==> config.mk <==
export PLATFORM = sky130hd
export DESIGN_NAME = crqh_front
export DESIGN_NICKNAME = d
export VERILOG_FILES = /design/src/rtl/crqh_pkg.sv /design/src/rtl/crqh_front.sv
export SDC_FILE = /design/constraint.sdc
export NUM_CORES = 1
export LEC_CHECK = 0
export BUFFER_PORTS_ARGS = -buffer_cell sky130_fd_sc_hd__buf_4
export CAP_MARGIN = 20
export CORE_AREA = 10 10 282 284
export DETAILED_ROUTE_END_ITERATION = 16
export DIE_AREA = 0 0 292 294
export SETUP_SLACK_MARGIN = 0.3
export SLEW_MARGIN = 20
export SYNTH_ARGS = -nofsm -noshare
export SYNTH_HDL_FRONTEND = slang
export SYNTH_SLANG_ARGS = --single-unit
export TNS_END_PERCENT = 30
==> constraint.sdc <==
create_clock -name vclk -period 6.2
set_input_delay 0.31 -clock vclk [all_inputs]
set_output_delay 0.31 -clock vclk [all_outputs]
set_load 0.01 [all_outputs]
==> src/rtl/crqh_pkg.sv <==
`timescale 1ns / 1ps
// ----------------------------------------------------------------------------
// crqh_pkg
// Shared types, register codes and the multiply-sequence table of the
// closest ray/quad hit unit.
// ----------------------------------------------------------------------------
package crqh_pkg;

  localparam int MulAW = 72;
  localparam int MulBW = 56;
  localparam int ProdW = MulAW + MulBW;

  typedef struct packed {
    logic signed [15:0] z;
    logic signed [15:0] y;
    logic signed [15:0] x;
  } vec3_t;

  typedef struct packed {
    logic signed [16:0] z;
    logic signed [16:0] y;
    logic signed [16:0] x;
  } dvec_t;

  typedef struct packed {
    vec3_t origin;
    vec3_t direction;
  } ray_t;

  typedef struct packed {
    logic [47:0] vertex_a;
    logic [47:0] vertex_b;
    logic [47:0] vertex_c;
    logic [47:0] vertex_d;
    logic        last_quad;
  } quad_in_t;

  typedef struct packed {
    logic        hit_found;
    logic [15:0] closest_quad;
    logic [31:0] closest_param;
  } hit_out_t;

  // e[k]: edge vector, w[k]: origin minus edge start, for edges AB, BC, CD, DA
  typedef struct packed {
    dvec_t [3:0] e;
    dvec_t [3:0] w;
    dvec_t       ac;
    logic        last;
  } qent_t;

  typedef enum logic [2:0] {
    REG_ORIGIN_X    = 3'd0,
    REG_ORIGIN_Y    = 3'd1,
    REG_ORIGIN_Z    = 3'd2,
    REG_DIRECTION_X = 3'd3,
    REG_DIRECTION_Y = 3'd4,
    REG_DIRECTION_Z = 3'd5
  } cfg_reg_t;

  localparam logic signed [15:0] DirZReset = 16'sd256;

  localparam logic [4:0] STEP_DEN_LAST   = 5'd11;
  localparam logic [4:0] STEP_EDGE_FIRST = 5'd12;
  localparam logic [4:0] STEP_EDGE_LAST  = 5'd31;

  typedef enum logic [3:0] {
    A_AB0, A_AB1, A_AB2, A_N0, A_N1, A_N2, A_E0, A_E1, A_E2, A_DOT1, A_DOT2
  } asrc_t;

  typedef enum logic [4:0] {
    B_AC0, B_AC1, B_AC2, B_WA0, B_WA1, B_WA2, B_DIR0, B_DIR1, B_DIR2,
    B_W0, B_W1, B_W2, B_C10, B_C11, B_C12, B_C20, B_C21, B_C22, B_DEN, B_NUM
  } bsrc_t;

  typedef enum logic [3:0] {
    D_NONE, D_N0, D_N1, D_N2, D_NUM, D_DEN, D_C10, D_C11, D_C12,
    D_C20, D_C21, D_C22, D_DOT1, D_DOT2
  } dst_t;

  typedef struct packed {
    asrc_t a;
    bsrc_t b;
    logic  clr;
    logic  sub;
    dst_t  dst;
  } uop_t;

  function automatic dvec_t sub3(vec3_t y, vec3_t x);
    dvec_t r;
    r.x = 17'(y.x) - 17'(x.x);
    r.y = 17'(y.y) - 17'(x.y);
    r.z = 17'(y.z) - 17'(x.z);
    return r;
  endfunction

  function automatic uop_t mk(asrc_t a, bsrc_t b, logic clr, logic sub, dst_t dst);
    uop_t u;
    u.a   = a;
    u.b   = b;
    u.clr = clr;
    u.sub = sub;
    u.dst = dst;
    return u;
  endfunction

  // steps 0..11: normal, numerator, denominator; 12..31: one edge test
  function automatic uop_t crqh_uop(logic [4:0] step);
    uop_t u;
    unique case (step)
      5'd0:  u = mk(A_AB1, B_AC2,  1'b1, 1'b0, D_NONE);
      5'd1:  u = mk(A_AB2, B_AC1,  1'b0, 1'b1, D_N0);
      5'd2:  u = mk(A_AB2, B_AC0,  1'b1, 1'b0, D_NONE);
      5'd3:  u = mk(A_AB0, B_AC2,  1'b0, 1'b1, D_N1);
      5'd4:  u = mk(A_AB0, B_AC1,  1'b1, 1'b0, D_NONE);
      5'd5:  u = mk(A_AB1, B_AC0,  1'b0, 1'b1, D_N2);
      5'd6:  u = mk(A_N0,  B_WA0,  1'b1, 1'b1, D_NONE);
      5'd7:  u = mk(A_N1,  B_WA1,  1'b0, 1'b1, D_NONE);
      5'd8:  u = mk(A_N2,  B_WA2,  1'b0, 1'b1, D_NUM);
      5'd9:  u = mk(A_N0,  B_DIR0, 1'b1, 1'b0, D_NONE);
      5'd10: u = mk(A_N1,  B_DIR1, 1'b0, 1'b0, D_NONE);
      5'd11: u = mk(A_N2,  B_DIR2, 1'b0, 1'b0, D_DEN);
      5'd12: u = mk(A_E1,  B_W2,   1'b1, 1'b0, D_NONE);
      5'd13: u = mk(A_E2,  B_W1,   1'b0, 1'b1, D_C10);
      5'd14: u = mk(A_E2,  B_W0,   1'b1, 1'b0, D_NONE);
      5'd15: u = mk(A_E0,  B_W2,   1'b0, 1'b1, D_C11);
      5'd16: u = mk(A_E0,  B_W1,   1'b1, 1'b0, D_NONE);
      5'd17: u = mk(A_E1,  B_W0,   1'b0, 1'b1, D_C12);
      5'd18: u = mk(A_E1,  B_DIR2, 1'b1, 1'b0, D_NONE);
      5'd19: u = mk(A_E2,  B_DIR1, 1'b0, 1'b1, D_C20);
      5'd20: u = mk(A_E2,  B_DIR0, 1'b1, 1'b0, D_NONE);
      5'd21: u = mk(A_E0,  B_DIR2, 1'b0, 1'b1, D_C21);
      5'd22: u = mk(A_E0,  B_DIR1, 1'b1, 1'b0, D_NONE);
      5'd23: u = mk(A_E1,  B_DIR0, 1'b0, 1'b1, D_C22);
      5'd24: u = mk(A_N0,  B_C10,  1'b1, 1'b0, D_NONE);
      5'd25: u = mk(A_N1,  B_C11,  1'b0, 1'b0, D_NONE);
      5'd26: u = mk(A_N2,  B_C12,  1'b0, 1'b0, D_DOT1);
      5'd27: u = mk(A_N0,  B_C20,  1'b1, 1'b0, D_NONE);
      5'd28: u = mk(A_N1,  B_C21,  1'b0, 1'b0, D_NONE);
      5'd29: u = mk(A_N2,  B_C22,  1'b0, 1'b0, D_DOT2);
      5'd30: u = mk(A_DOT1, B_DEN, 1'b1, 1'b0, D_NONE);
      5'd31: u = mk(A_DOT2, B_NUM, 1'b0, 1'b0, D_NONE);
    endcase
    return u;
  endfunction

endpackage

==> src/rtl/crqh_front.sv <==
`timescale 1ns / 1ps
// ----------------------------------------------------------------------------
// crqh_front
// Input side: takes a quad and forms its edge and origin difference vectors.
// ----------------------------------------------------------------------------
module crqh_front
  import crqh_pkg::*;
(
  input  logic     in_valid,
  output logic     in_stall,
  input  quad_in_t in_data,
  input  ray_t     ray,
  input  logic     q_full,
  output logic     q_push,
  output qent_t    q_entry
);

  vec3_t va, vb, vc, vd;

  assign va = vec3_t'(in_data.vertex_a);
  assign vb = vec3_t'(in_data.vertex_b);
  assign vc = vec3_t'(in_data.vertex_c);
  assign vd = vec3_t'(in_data.vertex_d);

  assign in_stall = q_full;
  assign q_push   = in_valid && !q_full;

  always_comb begin
    q_entry.e[0] = sub3(vb, va);
    q_entry.e[1] = sub3(vc, vb);
    q_entry.e[2] = sub3(vd, vc);
    q_entry.e[3] = sub3(va, vd);
    q_entry.w[0] = sub3(ray.origin, va);
    q_entry.w[1] = sub3(ray.origin, vb);
    q_entry.w[2] = sub3(ray.origin, vc);
    q_entry.w[3] = sub3(ray.origin, vd);
    q_entry.ac   = sub3(vc, va);
    q_entry.last = in_data.last_quad;
  end

endmodule

======== Yosys cells after proc, flatten, opt, wreduce, memory -nomap -nowiden ========
Cells that the tools add are included.
storage, ports and cells
  output and inout bits ................... 462
  input port bits ......................... 291
  flip-flop bits (word level) ............. 0
cells by class
  $add $sub $neg .......................... 27
  reductions and logical operators ........ 2
operator list
  operator             count
  $sub A16 B16 Y17     27
  $logic_and A1 B1 Y1  1
  $logic_not A1 Y1     1

======== Depth between registers and ports, before layout ========
  depth in word-level cells ............... 2
  gate-level depth with buffers ........... 11
  depth with buffers taken out ............ 11

======== Worst setup path after synthesis ========
No wires, ideal clock.
  kind .................................... input-to-output
  start ................................... in ray[64] (netlist bit)
  end ..................................... out q_entry[236] (netlist bit)
  setup slack ............................. 3.491 ns
  required time ........................... 5.890 ns
  arrival time ............................ 2.399 ns
  cell stages on the path ................. 11
  buffers on the path ..................... 0
  cell sequence ........................... inv_1 > ha_1 > fa_1 > nor2b_4 > o31a_1 > or4_4 > a31oi_4 > o211ai_2 > a31o_1 > a21oi_2 > xnor2_1
RTL lines
  item             line              text
  start, declared  crqh_front.sv:12  input ray_t ray,
  end, declared    crqh_front.sv:15  output qent_t q_entry

==> impl_metrics.env <==
export IMPL_run_status="finished, final reports clean"
export IMPL_cts_hold_repair_buffers=0
export IMPL_drive_gt1_share_pct=21.8
export IMPL_synth_common_cells="ha_1, inv_1, a21oi_1"
export IMPL_grt_overflow_total=0
export IMPL_rsz0062_at_grt="false"
export IMPL_power_internal_uw=1740
export IMPL_yosysMostFrequentCell="ha_1"
export IMPL_tightest_slew_ns=1.13
export IMPL_hpwl_um=86400
export IMPL_fin_setup_tns_ns=0
export IMPL_antenna_found_initial=4
export IMPL_required_ns=5.89
export IMPL_finalMaxSlewViolations=0
export IMPL_power_switching_uw=2190
export IMPL_dieArea_um2=85800
export IMPL_syn2layout_area_growth_pct=33.6
export IMPL_holdPathEnd="q_entry[0]"
export IMPL_avgSynthCellArea_um2=7.10
export IMPL_fin_cells=4387
export IMPL_layout_min_cycle_time_ns=3.57
export IMPL_powerDensity_nw_per_um2=152
export IMPL_wl_um=94300
export IMPL_grt_pass1_wl_um=137000
export IMPL_grt_use_total_pct=20.4
export IMPL_total_power_uw=3930
export IMPL_port_buffer_count=703
export IMPL_drt_pass1_iter_count=6
export IMPL_postCtsSetupBuffers=0
export IMPL_gp_congestion=0.965
export IMPL_min_from="in_data[0]"
export IMPL_yosysWarningCount=0
export IMPL_drv_cap=0
export IMPL_drc=0
export IMPL_seq_area_frac_synth_pct=0
export IMPL_max_freq_mhz=280
export IMPL_postRouteAntennaNets=0
export IMPL_worst_setup_path_type="in2out"
export IMPL_finalHoldViolCount=0
export IMPL_fp_dieH_um=294
export IMPL_fin_nets=4168
export IMPL_synth_top_area_share_pct=28.0
export IMPL_cts_resized=0
export IMPL_grt_pass1_vias=21700
export IMPL_leakage_uw=0.0133
export IMPL_synthTopCellsByArea="ha_1, xnor2_1, a21oi_1"
export IMPL_fin_crit_sh_pct=57.6
export IMPL_start_kind="input port"
export IMPL_arrival_ns=3.26
export IMPL_io_pins=753
export IMPL_viasPerCell=5.04
export IMPL_pwr_share_clk_pct=0
export IMPL_detail_route_wl_per_cell_um=21.5
export IMPL_clockBufferCount=0
export IMPL_yosysTopAreaCell="ha_1"
export IMPL_cp_max_fo=3
export IMPL_core_area_um2=73900
export IMPL_p_comb_share_pct=100.0
export IMPL_p_sw_share_pct=55.6
export IMPL_setup_violations=0
export IMPL_max_slew_margin_pct=23.9
export IMPL_endpoint_kind="output port"
export IMPL_hold_path_class="in2out"
export IMPL_grt_max_degree=9
export IMPL_vdd_drop_max_mv=0.0764
export IMPL_placed_cells=4385
export IMPL_seq_cells=0
export IMPL_syn_num_nets=3467
export IMPL_start_util_pct=26.1
export IMPL_drt_iter0_markers=1457
export IMPL_num_vias=22130
export IMPL_netlist_instances=2717
export IMPL_row_count=100
export IMPL_seqPwrFrac_pct=0
export IMPL_regArea_um2=0
export IMPL_synth_cell_types=73
export IMPL_syn_cell_area_um2=19300
export IMPL_hold_depth=0
export IMPL_die_w_um=292
stage by stage:
stage | hold WS [ns] | worst slack, ns | utilization (%) | area, µm²
floorplan | 0.666 | 3.49 | - | 19300
global placement | 0.620 | 2.62 | 34.9 | 25800
detailed placement | 0.620 | 2.64 | 34.9 | 25800
finish | 0.620 | 2.63 | 34.9 | 25800
CTS | 0.620 | 2.61 | 34.9 | 25800
global route | 0.620 | 2.46 | 34.9 | 25800
cell type report:
class / instances / area (µm²)
antenna: 2 / 5.00
inverter: 348 / 1310
tap: 969 / 1210
fill: 8096 / 48200
multi-input combinational: 2361 / 17900
timing repair buffer: 707 / 5310
worst max path at each step:
stage	to	slack, ns	cells after the start	from
after floorplan	q_entry[236]	3.49	11	ray[64]
after global placement	q_entry[49]	2.62	13	in_data[81]
after detailed placement	q_entry[49]	2.64	13	in_data[81]
after CTS	q_entry[49]	2.61	13	in_data[81]
after global routing	q_entry[269]	2.46	12	in_data[146]
final	q_entry[49]	2.63	13	in_data[81]
power by group through the flow:
stage,logic (µW),clock network (µW),registers [µW]
finish,3930,0.0000433,0
global route,4240,0.0000432,0
CTS,3940,0,0
detailed placement,3920,0,0
global placement,3930,0,0
floorplan,2050,0,0
cells in the final DEF, fill, tap and decap left out, types with 10 or more instances in the layout:
| cell type | instances |
|---|---|
| fa_1 | 27 |
| a211oi_1 | 19 |
| nand2_1 | 111 |
| nand2b_1 | 45 |
| buf_4 | 707 |
| a21o_1 | 118 |
| o21bai_1 | 33 |
| o21a_1 | 87 |
| a21oi_1 | 263 |
| or2_2 | 10 |
| nand4_1 | 31 |
| o22ai_1 | 15 |
| o31a_1 | 22 |
| nor3_1 | 53 |
| nand3_1 | 42 |
| a21boi_0 | 19 |
| nor2b_1 | 84 |
| ha_1 | 432 |
| or3_1 | 13 |
| o211ai_1 | 15 |
| o31ai_1 | 14 |
| nor2_1 | 223 |
| and3_1 | 20 |
| xor2_1 | 80 |
| inv_1 | 348 |
| a31oi_1 | 25 |
| xnor2_1 | 237 |
| o21ai_0 | 179 |
kinds of logic after synthesis:
group | Yosys count | share of synthesized area [%]
AND/OR/NAND/NOR | 672 | 17.1
buffers and inverters | 356 | 6.97
AO/OA/AOI/OAI | 907 | 30.4
multiplexers | 6 | 0.324
XOR/XNOR | 317 | 14.4
adder cells (fa/ha/maj) | 459 | 30.8
routing by layer:
layer  part of all wire (%)  global-route usage, %
met1                     40                   23.8
met2                     49                   36.7
met3                    7.4                   4.61
met4                    3.4                   6.06
met5                  0.024                      0
critical path: stages:
cell and delay (ns):
buf_4 0.10, inv_1 0.06, ha_1 0.23, fa_1 0.41, nor2b_1 0.12, o21ai_0 0.12, o22ai_1 0.20, nor4_1 0.09
o31ai_1 0.95, a21o_1 0.22, a21oi_1 0.07, xnor2_1 0.20, buf_4 0.16
(Power assumes the default switching activity.)
