--- src/rtl/crqh_pkg.sv ---
`timescale 1ns / 1ps
// ----------------------------------------------------------------------------
// crqh_pkg
// Shared types, register codes and the multiply-sequence table of the
// closest ray/quad hit unit.
// ----------------------------------------------------------------------------
package crqh_pkg;

  localparam int MulAW = 72;
  localparam int MulBW = 56;
  localparam int ProdW = MulAW + MulBW;

  typedef struct packed {
    logic signed [15:0] z;
    logic signed [15:0] y;
    logic signed [15:0] x;
  } vec3_t;

  typedef struct packed {
    logic signed [16:0] z;
    logic signed [16:0] y;
    logic signed [16:0] x;
  } dvec_t;

  typedef struct packed {
    vec3_t origin;
    vec3_t direction;
  } ray_t;

  typedef struct packed {
    logic [47:0] vertex_a;
    logic [47:0] vertex_b;
    logic [47:0] vertex_c;
    logic [47:0] vertex_d;
    logic        last_quad;
  } quad_in_t;

  typedef struct packed {
    logic        hit_found;
    logic [15:0] closest_quad;
    logic [31:0] closest_param;
  } hit_out_t;

  // e[k]: edge vector, w[k]: origin minus edge start, for edges AB, BC, CD, DA
  typedef struct packed {
    dvec_t [3:0] e;
    dvec_t [3:0] w;
    dvec_t       ac;
    logic        last;
  } qent_t;

  typedef enum logic [2:0] {
    REG_ORIGIN_X    = 3'd0,
    REG_ORIGIN_Y    = 3'd1,
    REG_ORIGIN_Z    = 3'd2,
    REG_DIRECTION_X = 3'd3,
    REG_DIRECTION_Y = 3'd4,
    REG_DIRECTION_Z = 3'd5
  } cfg_reg_t;

  localparam logic signed [15:0] DirZReset = 16'sd256;

  localparam logic [4:0] STEP_DEN_LAST   = 5'd11;
  localparam logic [4:0] STEP_EDGE_FIRST = 5'd12;
  localparam logic [4:0] STEP_EDGE_LAST  = 5'd31;

  typedef enum logic [3:0] {
    A_AB0, A_AB1, A_AB2, A_N0, A_N1, A_N2, A_E0, A_E1, A_E2, A_DOT1, A_DOT2
  } asrc_t;

  typedef enum logic [4:0] {
    B_AC0, B_AC1, B_AC2, B_WA0, B_WA1, B_WA2, B_DIR0, B_DIR1, B_DIR2,
    B_W0, B_W1, B_W2, B_C10, B_C11, B_C12, B_C20, B_C21, B_C22, B_DEN, B_NUM
  } bsrc_t;

  typedef enum logic [3:0] {
    D_NONE, D_N0, D_N1, D_N2, D_NUM, D_DEN, D_C10, D_C11, D_C12,
    D_C20, D_C21, D_C22, D_DOT1, D_DOT2
  } dst_t;

  typedef struct packed {
    asrc_t a;
    bsrc_t b;
    logic  clr;
    logic  sub;
    dst_t  dst;
  } uop_t;

  function automatic dvec_t sub3(vec3_t y, vec3_t x);
    dvec_t r;
    r.x = 17'(y.x) - 17'(x.x);
    r.y = 17'(y.y) - 17'(x.y);
    r.z = 17'(y.z) - 17'(x.z);
    return r;
  endfunction

  function automatic uop_t mk(asrc_t a, bsrc_t b, logic clr, logic sub, dst_t dst);
    uop_t u;
    u.a   = a;
    u.b   = b;
    u.clr = clr;
    u.sub = sub;
    u.dst = dst;
    return u;
  endfunction

  // steps 0..11: normal, numerator, denominator; 12..31: one edge test
  function automatic uop_t crqh_uop(logic [4:0] step);
    uop_t u;
    unique case (step)
      5'd0:  u = mk(A_AB1, B_AC2,  1'b1, 1'b0, D_NONE);
      5'd1:  u = mk(A_AB2, B_AC1,  1'b0, 1'b1, D_N0);
      5'd2:  u = mk(A_AB2, B_AC0,  1'b1, 1'b0, D_NONE);
      5'd3:  u = mk(A_AB0, B_AC2,  1'b0, 1'b1, D_N1);
      5'd4:  u = mk(A_AB0, B_AC1,  1'b1, 1'b0, D_NONE);
      5'd5:  u = mk(A_AB1, B_AC0,  1'b0, 1'b1, D_N2);
      5'd6:  u = mk(A_N0,  B_WA0,  1'b1, 1'b1, D_NONE);
      5'd7:  u = mk(A_N1,  B_WA1,  1'b0, 1'b1, D_NONE);
      5'd8:  u = mk(A_N2,  B_WA2,  1'b0, 1'b1, D_NUM);
      5'd9:  u = mk(A_N0,  B_DIR0, 1'b1, 1'b0, D_NONE);
      5'd10: u = mk(A_N1,  B_DIR1, 1'b0, 1'b0, D_NONE);
      5'd11: u = mk(A_N2,  B_DIR2, 1'b0, 1'b0, D_DEN);
      5'd12: u = mk(A_E1,  B_W2,   1'b1, 1'b0, D_NONE);
      5'd13: u = mk(A_E2,  B_W1,   1'b0, 1'b1, D_C10);
      5'd14: u = mk(A_E2,  B_W0,   1'b1, 1'b0, D_NONE);
      5'd15: u = mk(A_E0,  B_W2,   1'b0, 1'b1, D_C11);
      5'd16: u = mk(A_E0,  B_W1,   1'b1, 1'b0, D_NONE);
      5'd17: u = mk(A_E1,  B_W0,   1'b0, 1'b1, D_C12);
      5'd18: u = mk(A_E1,  B_DIR2, 1'b1, 1'b0, D_NONE);
      5'd19: u = mk(A_E2,  B_DIR1, 1'b0, 1'b1, D_C20);
      5'd20: u = mk(A_E2,  B_DIR0, 1'b1, 1'b0, D_NONE);
      5'd21: u = mk(A_E0,  B_DIR2, 1'b0, 1'b1, D_C21);
      5'd22: u = mk(A_E0,  B_DIR1, 1'b1, 1'b0, D_NONE);
      5'd23: u = mk(A_E1,  B_DIR0, 1'b0, 1'b1, D_C22);
      5'd24: u = mk(A_N0,  B_C10,  1'b1, 1'b0, D_NONE);
      5'd25: u = mk(A_N1,  B_C11,  1'b0, 1'b0, D_NONE);
      5'd26: u = mk(A_N2,  B_C12,  1'b0, 1'b0, D_DOT1);
      5'd27: u = mk(A_N0,  B_C20,  1'b1, 1'b0, D_NONE);
      5'd28: u = mk(A_N1,  B_C21,  1'b0, 1'b0, D_NONE);
      5'd29: u = mk(A_N2,  B_C22,  1'b0, 1'b0, D_DOT2);
      5'd30: u = mk(A_DOT1, B_DEN, 1'b1, 1'b0, D_NONE);
      5'd31: u = mk(A_DOT2, B_NUM, 1'b0, 1'b0, D_NONE);
    endcase
    return u;
  endfunction

endpackage

--- src/rtl/crqh_fifo.sv ---
`timescale 1ns / 1ps
// ----------------------------------------------------------------------------
// crqh_fifo
// Two-entry queue between the input side and the test sequencer.
// ----------------------------------------------------------------------------
module crqh_fifo
  import crqh_pkg::*;
(
  input  logic  clk,
  input  logic  rst_n,
  input  logic  push,
  input  qent_t push_data,
  output logic  full,
  input  logic  pop,
  output logic  valid,
  output qent_t head
);

  localparam int Depth = 2;

  qent_t      mem_r [Depth];
  logic       wr_r, rd_r;
  logic [1:0] cnt_r;

  always_ff @(posedge clk) begin
    if (!rst_n) begin
      wr_r  <= 1'b0;
      rd_r  <= 1'b0;
      cnt_r <= '0;
    end else begin
      if (push) wr_r <= ~wr_r;
      if (pop) rd_r <= ~rd_r;
      cnt_r <= 2'(cnt_r + {1'b0, push} - {1'b0, pop});
    end
  end

  always_ff @(posedge clk) begin
    if (push) mem_r[wr_r] <= push_data;
  end

  assign full  = (cnt_r == 2'(Depth));
  assign valid = (cnt_r != '0);
  assign head  = mem_r[rd_r];

endmodule

--- config.mk ---
export PLATFORM = sky130hd
export DESIGN_NAME = crqh_fifo
export DESIGN_NICKNAME = d
export VERILOG_FILES = /design/src/rtl/crqh_pkg.sv /design/src/rtl/crqh_fifo.sv
export SDC_FILE = /design/constraint.sdc
export NUM_CORES = 1
export LEC_CHECK = 0
export ABC_AREA = 1
export BUFFER_PORTS_ARGS = -buffer_cell sky130_fd_sc_hd__buf_2
export CORE_AREA = 2 2 356 358
export CTS_CLUSTER_SIZE = 16
export DETAILED_ROUTE_END_ITERATION = 12
export DIE_AREA = 0 0 358 360
export HOLD_SLACK_MARGIN = 0.05
export PLACE_DENSITY = 0.48
export SYNTH_ARGS = -nofsm -noshare
export SYNTH_HDL_FRONTEND = slang
export SYNTH_SLANG_ARGS = --single-unit
--- constraint.sdc ---
create_clock -name clk -period 32.2 [get_ports clk]
set_input_delay 1.61 -clock clk [delete_from_list [all_inputs] [get_ports clk]]
set_output_delay 1.61 -clock clk [all_outputs]
set_load 0.05 [all_outputs]
After elaboration in Yosys (flattened, before gate mapping)
Memory sizes are Yosys's and may differ from the RTL's. A register that Yosys moved wholly into a read port is not among the register bits.
Cells that the tools add are included.

cells by class
  add/sub/neg operators = 2
  multiply operators = 0
  div/mod/pow operators = 0
  $lt $le $gt $ge = 0
  equal/unequal tests = 1
  shift-type cells = 0
  multiplexer cells = 4
  bitwise gates (word level) = 2
  reduce and logical (&&, ||, !) cells = 1

operators with widths
  kind                count
  $mux 1              4
  $add 2x1->2         1
  $eq 2x2->1 const B  1
  $not 1->1           2
  $reduce_bool 2->1   1
  $sub 2x1->2         1

word-level totals
  register bits after elaboration = 4
  bits in latches = 0
  memory bits (writable) = 920
  bits in read-only memories = 0
  bits of input ports = 464
  output and inout port bits = 462
  logic and storage cells = 14
  memories kept = 1

memories
  name   words  bits a word  rd ports  clocked after memory_dff  wr ports  line             RTL
  mem_r  2      460          1         1                         1         crqh_fifo.sv:21  qent_t mem_r [Depth];

Logic depth before layout (Yosys ltp)
Gate-level depths: netlist (run 1).

  depth after elaboration = 3
  depth in mapped cells = 9
  depth with buffers taken out = 9

Worst setup path before layout (run 1)
Ideal clock, no wire load.

  path type = input to register
  start point = input push
  end point = memory mem_r[0][0] (netlist name), enable pin
  library setup time = 1307 ps
  arrival time = 20854 ps
  data required time = 30893 ps
  setup slack = 10040 ps
  stages = 2
  buffers on the path = 0
  cells stage by stage = inv_1 > nor2_1

on the way
  longest elaborated chain between the ends = 2

ends and longest elaborated chain
  element                       line             RTL
  from (decl)                   crqh_fifo.sv:11  input logic push,
  $mux 1                        crqh_fifo.sv:38  if (push) mem_r[wr_r] <= push_data;
  $mux 1 (not written as such)  crqh_fifo.sv:38
  to (decl)                     crqh_fifo.sv:21

Every way passes these cells.

==> impl_results.md, run 1 <==
* Vertical die dimension at 360 um
* DRC violation count after routing at 0
* Area of the placeable core at 125000 um^2
* Maximum number of pins on one net before global-route repair at 152
* Die area at 129000 um^2
* FMAX at 151 MHz
* RSZ-0062 raised after global routing: no
* Type of the tightest min-delay check: flop to flop
* End of the worst register-to-register path: mem_r[0][76]
* Area growth from synthesis to layout at 28.2%
* Leading cell type in the layout, fill and taps excluded: sky130_fd_sc_hd__buf_2
* Worst-case register-to-register setup slack at 27.37 ns
* Sinks on the clock net at 925
* Worst clock skew on the final layout at 0.0301 ns
* Utilization after layout at 0.345
* Slew of the pin with the lowest slew margin at 1.07 ns
* HPWL after DPL at 60100 um
* Maximum level of the CTS H-tree at 3
* Most frequent cells in the layout: 925 x sky130_fd_sc_hd__buf_2, 920 x sky130_fd_sc_hd__edfxtp_1, 460 x sky130_fd_sc_hd__mux2_2, 101 x sky130_fd_sc_hd__clkbuf_16, 31 x sky130_fd_sc_hd__clkbuf_1
* Synth Register Bits at 925
* Total congestion overflow after global routing at 0
* Worst hold-check slack at 0.499 ns
* Cells on Worst Hold Path at 2
* Maximum clock path buffer count at 3
* Crit share post-route at 0.206
* Final-report max-slew violation count at 0
* Final net count at 2922
* Post-CTS setup buffer count at 0
* Cells after Synth at 1464
* CTS tree: built
* First-pass DRT Iterations at 4
* Routability cong. at 0.775
* Post-route minimum period at 6.63 ns
* Total power at 2900 uW
* Post-synthesis instance area at 33600 um^2
* Filler cells at 12100
* Avg WL per Cell at 20.2 um
* Wire length of the first global-routing pass at 119000 um
* Worst slew slack as a fraction of its limit at 0.288
* Sequential share of the synthesized area at 0.826
* Clock slew seen by the registers of the worst setup and hold paths at 0.05 ns
* Boundary Pins at 926
* Fraction of final layout cells with drive strength greater than 1 at 0.603
* R2R Path Start: wr_r
* Kind of start point of the critical path: flop
* Start-to-end type of the worst setup path: flop to output pin
* Worst r2r path cells at 5
* Initial cell density of the core at 0.269
* GRT Resource Usage Total at 0.125
* Root Buffer: sky130_fd_sc_hd__clkbuf_16
* Post-DP Area at 39900 um^2
* First-iteration detailed-routing DRC count at 904
* Power density of the placed cells at 67.3 nW/um^2
* Average size of a mapped cell at 22.9 um^2
* Post-route antenna net violation count at 0
* Final Routed Wirelength at 85000 um
* Static Leak at 0.0157 uW
* Final hold violation count at 0
* Count of cells resized by post-cts repair at 0
* Maximum VDD drop at 0.0000526 V
* Vias in the first global route at 18600
* Site row count at 130
* Post-Synthesis Net Count at 1930
* Worst hold start: rd_r
* WHS Endpoint: rd_r
* Initial antenna violation count at 44
* Insertion delay of the later-clocked pin in the worst-skew pair at 0.70 ns
* Biggest fanout along the worst timing path at 73
* Post-CTS Hold Buffers at 0
* Run status: complete, no violations
* Routed vias/inst at 4.13
* Inserted Clock Buffers at 99
* Crit path capture type: output pin
* PortBufs at 925
* Cell area after layout at 43000 um^2
* Width of the chip at 358 um
* Required time of the worst setup path at 30.59 ns
* Post-Route Setup TNS at 0 ns
* Total number of vias at 17400
* Worst path arrival time at 5.02 ns
* Post-synthesis cell type count at 12
* # Max-Cap Violations at 0
* Count of final setup violators at 0
* Number of warnings printed during yosys synthesis at 0
[Yosys cell counts, drive strengths merged]
cell / count / area [um^2]
mux2: 460 / 5180
nand2: 9 / 33.8
edfxtp: 920 / 27600
ha: 2 / 25.0
dfxtp: 5 / 100
inv: 7 / 26.3
nand3: 1 / 5.00
nor2: 8 / 30.0
a21oi: 1 / 5.00
buf: 51 / 533
[metrics by stage]
step	instances	worst slack [ns]
2_1_floorplan	1464	10.04
5_1_grt	4211	25.23
6_report	4213	25.57
4_1_cts	4188	25.40
3_5_place_dp	4005	25.83
3_3_place_gp	4005	25.95
[worst max-delay path by stage]
stage / slack, ns / cells past startpoint / end
floorplan: 10.04 / 2 / mem_r[0][0]
global placement: 25.95 / 7 / mem_r[0][229]
detailed placement: 25.83 / 7 / mem_r[0][69]
CTS: 25.40 / 5 / head[355]
global route: 25.23 / 5 / head[404]
finish: 25.57 / 5 / head[355]
[metal layers]
metal  track usage  part of all wire  vias to the layer above
met1         0.129              0.36                     8648
met4        0.0528             0.027                       22
met2         0.220              0.51                      697
met5             0            0.0017                        -
met3        0.0551              0.10                      144
li1              -                 -                     7888
[registers in the layout, summed over array words and instances, names as in the netlist, named ones only]
register,cells
rd_r,1
mem_r,920
cnt_r,2
wr_r,1
[worst max-delay path, cell delays in order, from the launching register on]
cell and delay (ns):
sky130_fd_sc_hd__dfxtp_4 0.82, sky130_fd_sc_hd__buf_4 0.85, sky130_fd_sc_hd__buf_4 0.86, sky130_fd_sc_hd__buf_4 0.85, sky130_fd_sc_hd__mux2_2 0.46, sky130_fd_sc_hd__buf_2 0.22
[cell type report]
type	count	area [um^2]	area share
diodes	25	62.6	0.00145
clock buffers	133	2660	0.0617
clock inverters	50	437	0.0101
inverters	7	33.8	0.000785
multi-input cells	481	5290	0.123
flip-flops and latches	925	27700	0.644
well taps	1650	2060	0.0480
repair buffers	942	4770	0.111
[where the power goes]
part / switching (uW) / total, uW / leakage [uW] / internal (uW)
combinational: 300 / 408 / 0.00555 / 108
sequential: 13.8 / 1410 / 0.00868 / 1400
clock: 456 / 1080 / 0.00150 / 621
total: 770 / 2900 / 0.0157 / 2130
[cell families (layout without fill, tap and decap cells)]
group	Yosys count	count (layout)	share of synthesized area
muxes	460	460	0.154
buffers and inverters	58	1132	0.0167
adders and majority gates	2	2	0.000745
AOI/OAI and AO/OA	1	1	0.000149
other	0	25	0
and+or+nand+nor	18	18	0.00205
DFF	925	925	0.826
(Power assumes the default switching activity.)
==> inputs of run 2 (changes only) <==
ABC_AREA = 0   (was 1)
CORE_AREA = 2 2 363 365   (was 2 2 356 358)
DIE_AREA = 0 0 365 367   (was 0 0 358 360)
clock period = 5.7 ns   (was 32.2 ns; I/O delays follow)
==> impl_results.md, run 2 <==
* Final hold violation count at 0 (unchanged)
* Combinational family with the most area after synthesis: multiplexers (unchanged)
* Wire length of the first global-routing pass at 135000 um (was 119000 um)
* Critical-path cell list: buf_12 > mux2_2 > buf_2 (was buf_4 > buf_4 > buf_4 > mux2_2 > buf_2)
* Worst path arrival time at 3.18 ns (was 5.02 ns)
* Leading cell type in the layout, fill and taps excluded: sky130_fd_sc_hd__buf_2 (unchanged)
* Area contributors post-synth: sky130_fd_sc_hd__edfxtp_1 82%, sky130_fd_sc_hd__mux2_2 15%, sky130_fd_sc_hd__buf_6 1.5% (unchanged)
* Post-synthesis instance area at 33600 um^2 (about the same)
* Relative contribution of combinational cells to total power at 0.166 (was 0.141)
* Required time of the worst setup path at 5.41 ns (was 30.59 ns)
* Post-route antenna net violation count at 0 (unchanged)
* Routed vias/inst at 4.05 (was 4.13)
* CTS tree: built (unchanged)
* Post-synthesis cell type count at 14 (was 12)
* # Max-Cap Violations at 0 (unchanged)
* Post-DP Area at 40200 um^2 (was 39900 um^2)
* Top register by number of flip-flops: mem_r (unchanged)
* Initial antenna violation count at 22 (was 44)
* Slew of the pin with the lowest slew margin at 1.18 ns (was 1.07 ns)
* Boundary Pins at 926 (unchanged)
* Proportion of synthesized area in mux cells at 0.154 (about the same)
* Simple-Gate Fraction of Synth Area at 0.00168 (was 0.00205)
* PortBufs at 925 (unchanged)
* Post-Route Setup TNS at 0 ns (unchanged)
* Filler cells at 12400 (was 12100)
* Post-CTS Hold Buffers at 464 (was 0)
* Cells after Synth at 1452 (was 1464)
* Crit path capture type: output pin (unchanged)
* Switching pwr at 4820 uW (was 770 uW)
* Total congestion overflow after global routing at 0 (unchanged)
* Routability cong. at 0.824 (was 0.775)
* Synth Register Bits at 925 (unchanged)
* Maximum level of the CTS H-tree at 3 (unchanged)
* Adder-Cell Fraction of Synth Area at 0.000745 (was 0.000746)
* Vertical die dimension at 367 um (was 360 um)
* Clock slew seen by the registers of the worst setup and hold paths at 0.06 ns (was 0.05 ns)
* Most frequent cells in the layout: 925 x sky130_fd_sc_hd__buf_2, 920 x sky130_fd_sc_hd__edfxtp_1, 464 x sky130_fd_sc_hd__dlygate4sd3_1, 460 x sky130_fd_sc_hd__mux2_2, 101 x sky130_fd_sc_hd__clkbuf_16 (was 925 x sky130_fd_sc_hd__buf_2, 920 x sky130_fd_sc_hd__edfxtp_1, 460 x sky130_fd_sc_hd__mux2_2, 101 x sky130_fd_sc_hd__clkbuf_16, 31 x sky130_fd_sc_hd__clkbuf_1)
* Sinks on the clock net at 925 (unchanged)
* Power density of the placed cells at 362 nW/um^2 (was 67.3 nW/um^2)
* Insertion delay of the later-clocked pin in the worst-skew pair at 0.71 ns (was 0.70 ns)
* Vias in the first global route at 21500 (was 18600)
* Number of enable flip-flop cells after synthesis at 920 (unchanged)
* Post-CTS setup buffer count at 0 (unchanged)
* Post-synthesis compound-gate area fraction at 0.000224 (was 0.000149)
* Run status: complete, no violations (unchanged)
* Post-route minimum period at 3.47 ns
* Inserted Clock Buffers at 101 (was 99)
* Site row count at 133 (was 130)
* Worst path buffer plus inverter count at 2 (was 4)
* Total area of sequential cells at 27700 um^2 (unchanged)
* Cell Int Power at 12600 uW (was 2130 uW)
* Count of final setup violators at 0 (unchanged)
* Top post-synthesis cells by count: 920 x sky130_fd_sc_hd__edfxtp_1, 460 x sky130_fd_sc_hd__mux2_2, 44 x sky130_fd_sc_hd__buf_6, 6 x sky130_fd_sc_hd__buf_2, 5 x sky130_fd_sc_hd__dfxtp_1 (was 920 x sky130_fd_sc_hd__edfxtp_1, 460 x sky130_fd_sc_hd__mux2_2, 44 x sky130_fd_sc_hd__buf_6, 9 x sky130_fd_sc_hd__nand2_1, 8 x sky130_fd_sc_hd__nor2_1)
* FMAX at 288 MHz
* GRT Resource Usage Total at 0.135 (was 0.125)
* HPWL after DPL at 65300 um (was 60100 um)
* Maximum number of pins on one net before global-route repair at 151 (was 152)
* Fraction of synthesized cell area in xor and xnor cells at 0.000932 (was 0)
* RSZ-0062 raised after global routing: no (unchanged)
* Most used standard cell by instance count after synthesis: sky130_fd_sc_hd__edfxtp_1 (unchanged)
* Static Leak at 0.0178 uW (was 0.0157 uW)
* Biggest fanout along the worst timing path at 116 (was 73)
* First-iteration detailed-routing DRC count at 1122 (was 904)
* Synth top area share at 0.823 (about the same)
* Crit share post-route at 0.609
* Clk pwr share at 0.376 (was 0.372)
* Cell type with the highest aggregate area in the netlist: sky130_fd_sc_hd__edfxtp_1 (unchanged)
* Worst slew slack as a fraction of its limit at 0.211 (was 0.288)
* Post-synthesis async set-or-reset flop share at 0 (unchanged)
* Cell area after layout at 48200 um^2 (was 43000 um^2)
* Post-Synthesis Net Count at 1918 (was 1930)
* Total number of vias at 19300 (was 17400)
* Width of the chip at 365 um (was 358 um)
* Library cell contributing the largest single delay on the critical path: sky130_fd_sc_hd__dfxtp_4 (was sky130_fd_sc_hd__buf_4)
* Initial cell density of the core at 0.257 (was 0.269)
* Final net count at 3387 (was 2922)
* Kind of start point of the critical path: flop (unchanged)
* Flip-flop count of the largest register, all copies and words added at 920 (unchanged)
* Registers with the most flip-flops: mem_r (920), cnt_r (2) (unchanged)
* Sw frac at 0.276 (was 0.266)
* Area taken by multi-input logic gates at 5310 um^2 (was 5290 um^2)
* Root Buffer: sky130_fd_sc_hd__clkbuf_16 (unchanged)
* Worst clock skew on the final layout at 0.0150 ns (was 0.0301 ns)
* Number of warnings printed during yosys synthesis at 0 (unchanged)
* Maximum clock path buffer count at 3 (unchanged)
* First-pass DRT Iterations at 5 (was 4)
* Area growth from synthesis to layout at 43.5% (was 28.2%)
* Type of the tightest min-delay check: input pin to flop (was flop to flop)
* Sequential share of power at 0.458 (was 0.487)
* DRC violation count after routing at 0 (unchanged)
* Count of cells resized by post-cts repair at 0 (unchanged)
* Maximum VDD drop at 0.000252 V (was 0.0000526 V)
* Die area at 134000 um^2 (was 129000 um^2)
* Average size of a mapped cell at 23.1 um^2 (was 22.9 um^2)
* Fraction of final layout cells with drive strength greater than 1 at 0.521 (was 0.603)
* Final-report max-slew violation count at 0 (unchanged)
* Delay of the slowest critical-path stage at 0.98 ns (was 0.86 ns)
* Sequential share of the synthesized area at 0.826 (about the same)
* Cell family contributing the most delay on the critical path: flip-flops (was buffers and inverters)
* Area of the placeable core at 130000 um^2 (was 125000 um^2)
* Start-to-end type of the worst setup path: flop to output pin (unchanged)
* Avg WL per Cell at 19.8 um (was 20.2 um)
* Top_reg_cell synth: sky130_fd_sc_hd__edfxtp_1 (unchanged)
* Final Routed Wirelength at 94300 um (was 85000 um)
[run 2: final timing paths]
check	startpoint	endpoint	slack (ns)	cells past startpoint
worst min-delay path	push_data[303]	mem_r[0][303]	0.31	2
worst max register to register	wr_r	wr_r	2.84	4
worst max-delay path	flop	head[59]	2.23	3
worst min register to register	rd_r	flop	0.57	2
[run 2: area by class of cell]
class,instances,area share
flip-flops and latches,925,0.576
repair buffers,1417,0.199
multi-input cells,474,0.110
clock buffers,116,0.0536
well taps,1755,0.0456
clock inverters,72,0.0151
diodes,10,0.000519
inverters,2,0.000156
[run 2: stage by stage]
| step | utilization | setup WS, ns | hold slack, ns | total power (uW) | instances |
|---|---|---|---|---|---|
| floorplan | - | -1.90 | 0.384 | 10100 | 1452 |
| global placement | 0.308 | 2.92 | 0.472 | 10700 | 4109 |
| detailed placement | 0.308 | 2.89 | 0.476 | 10800 | 4109 |
| CTS | 0.369 | 2.07 | 0.218 | 17700 | 4761 |
| global route | 0.369 | 2.01 | 0.255 | 18000 | 4769 |
| finish | 0.369 | 2.23 | 0.310 | 17400 | 4771 |
[run 2: kinds of logic (layout without fill, tap and decap cells)]
| group | Yosys count | count (layout) |
|---|---|---|
| muxes | 460 | 460 |
| other | 0 | 10 |
| and+or+nand+nor | 9 | 9 |
| adders and majority gates | 2 | 2 |
| AOI/OAI and AO/OA | 1 | 1 |
| buffers and inverters | 53 | 1607 |
| DFF | 925 | 925 |
| xor gates and xnor gates | 2 | 2 |
[run 2: power by group through the flow]
stage                     clock [uW]  sequential, uW  combinational [uW]
after floorplan                    0            8140                1940
after global placement             0            8110                2620
after detailed placement           0            8120                2650
after CTS                       6750            7980                2940
after global routing            6990            8000                3040
final                           6550            7970                2900
[run 2: per-layer routing]
metal  part of all wire  wire length (um)  GRT usage
met5            0.00012                11          0
met4              0.031              2890     0.0539
met3              0.087              8170     0.0463
met2               0.51             48000      0.239
met1               0.37             35200      0.146
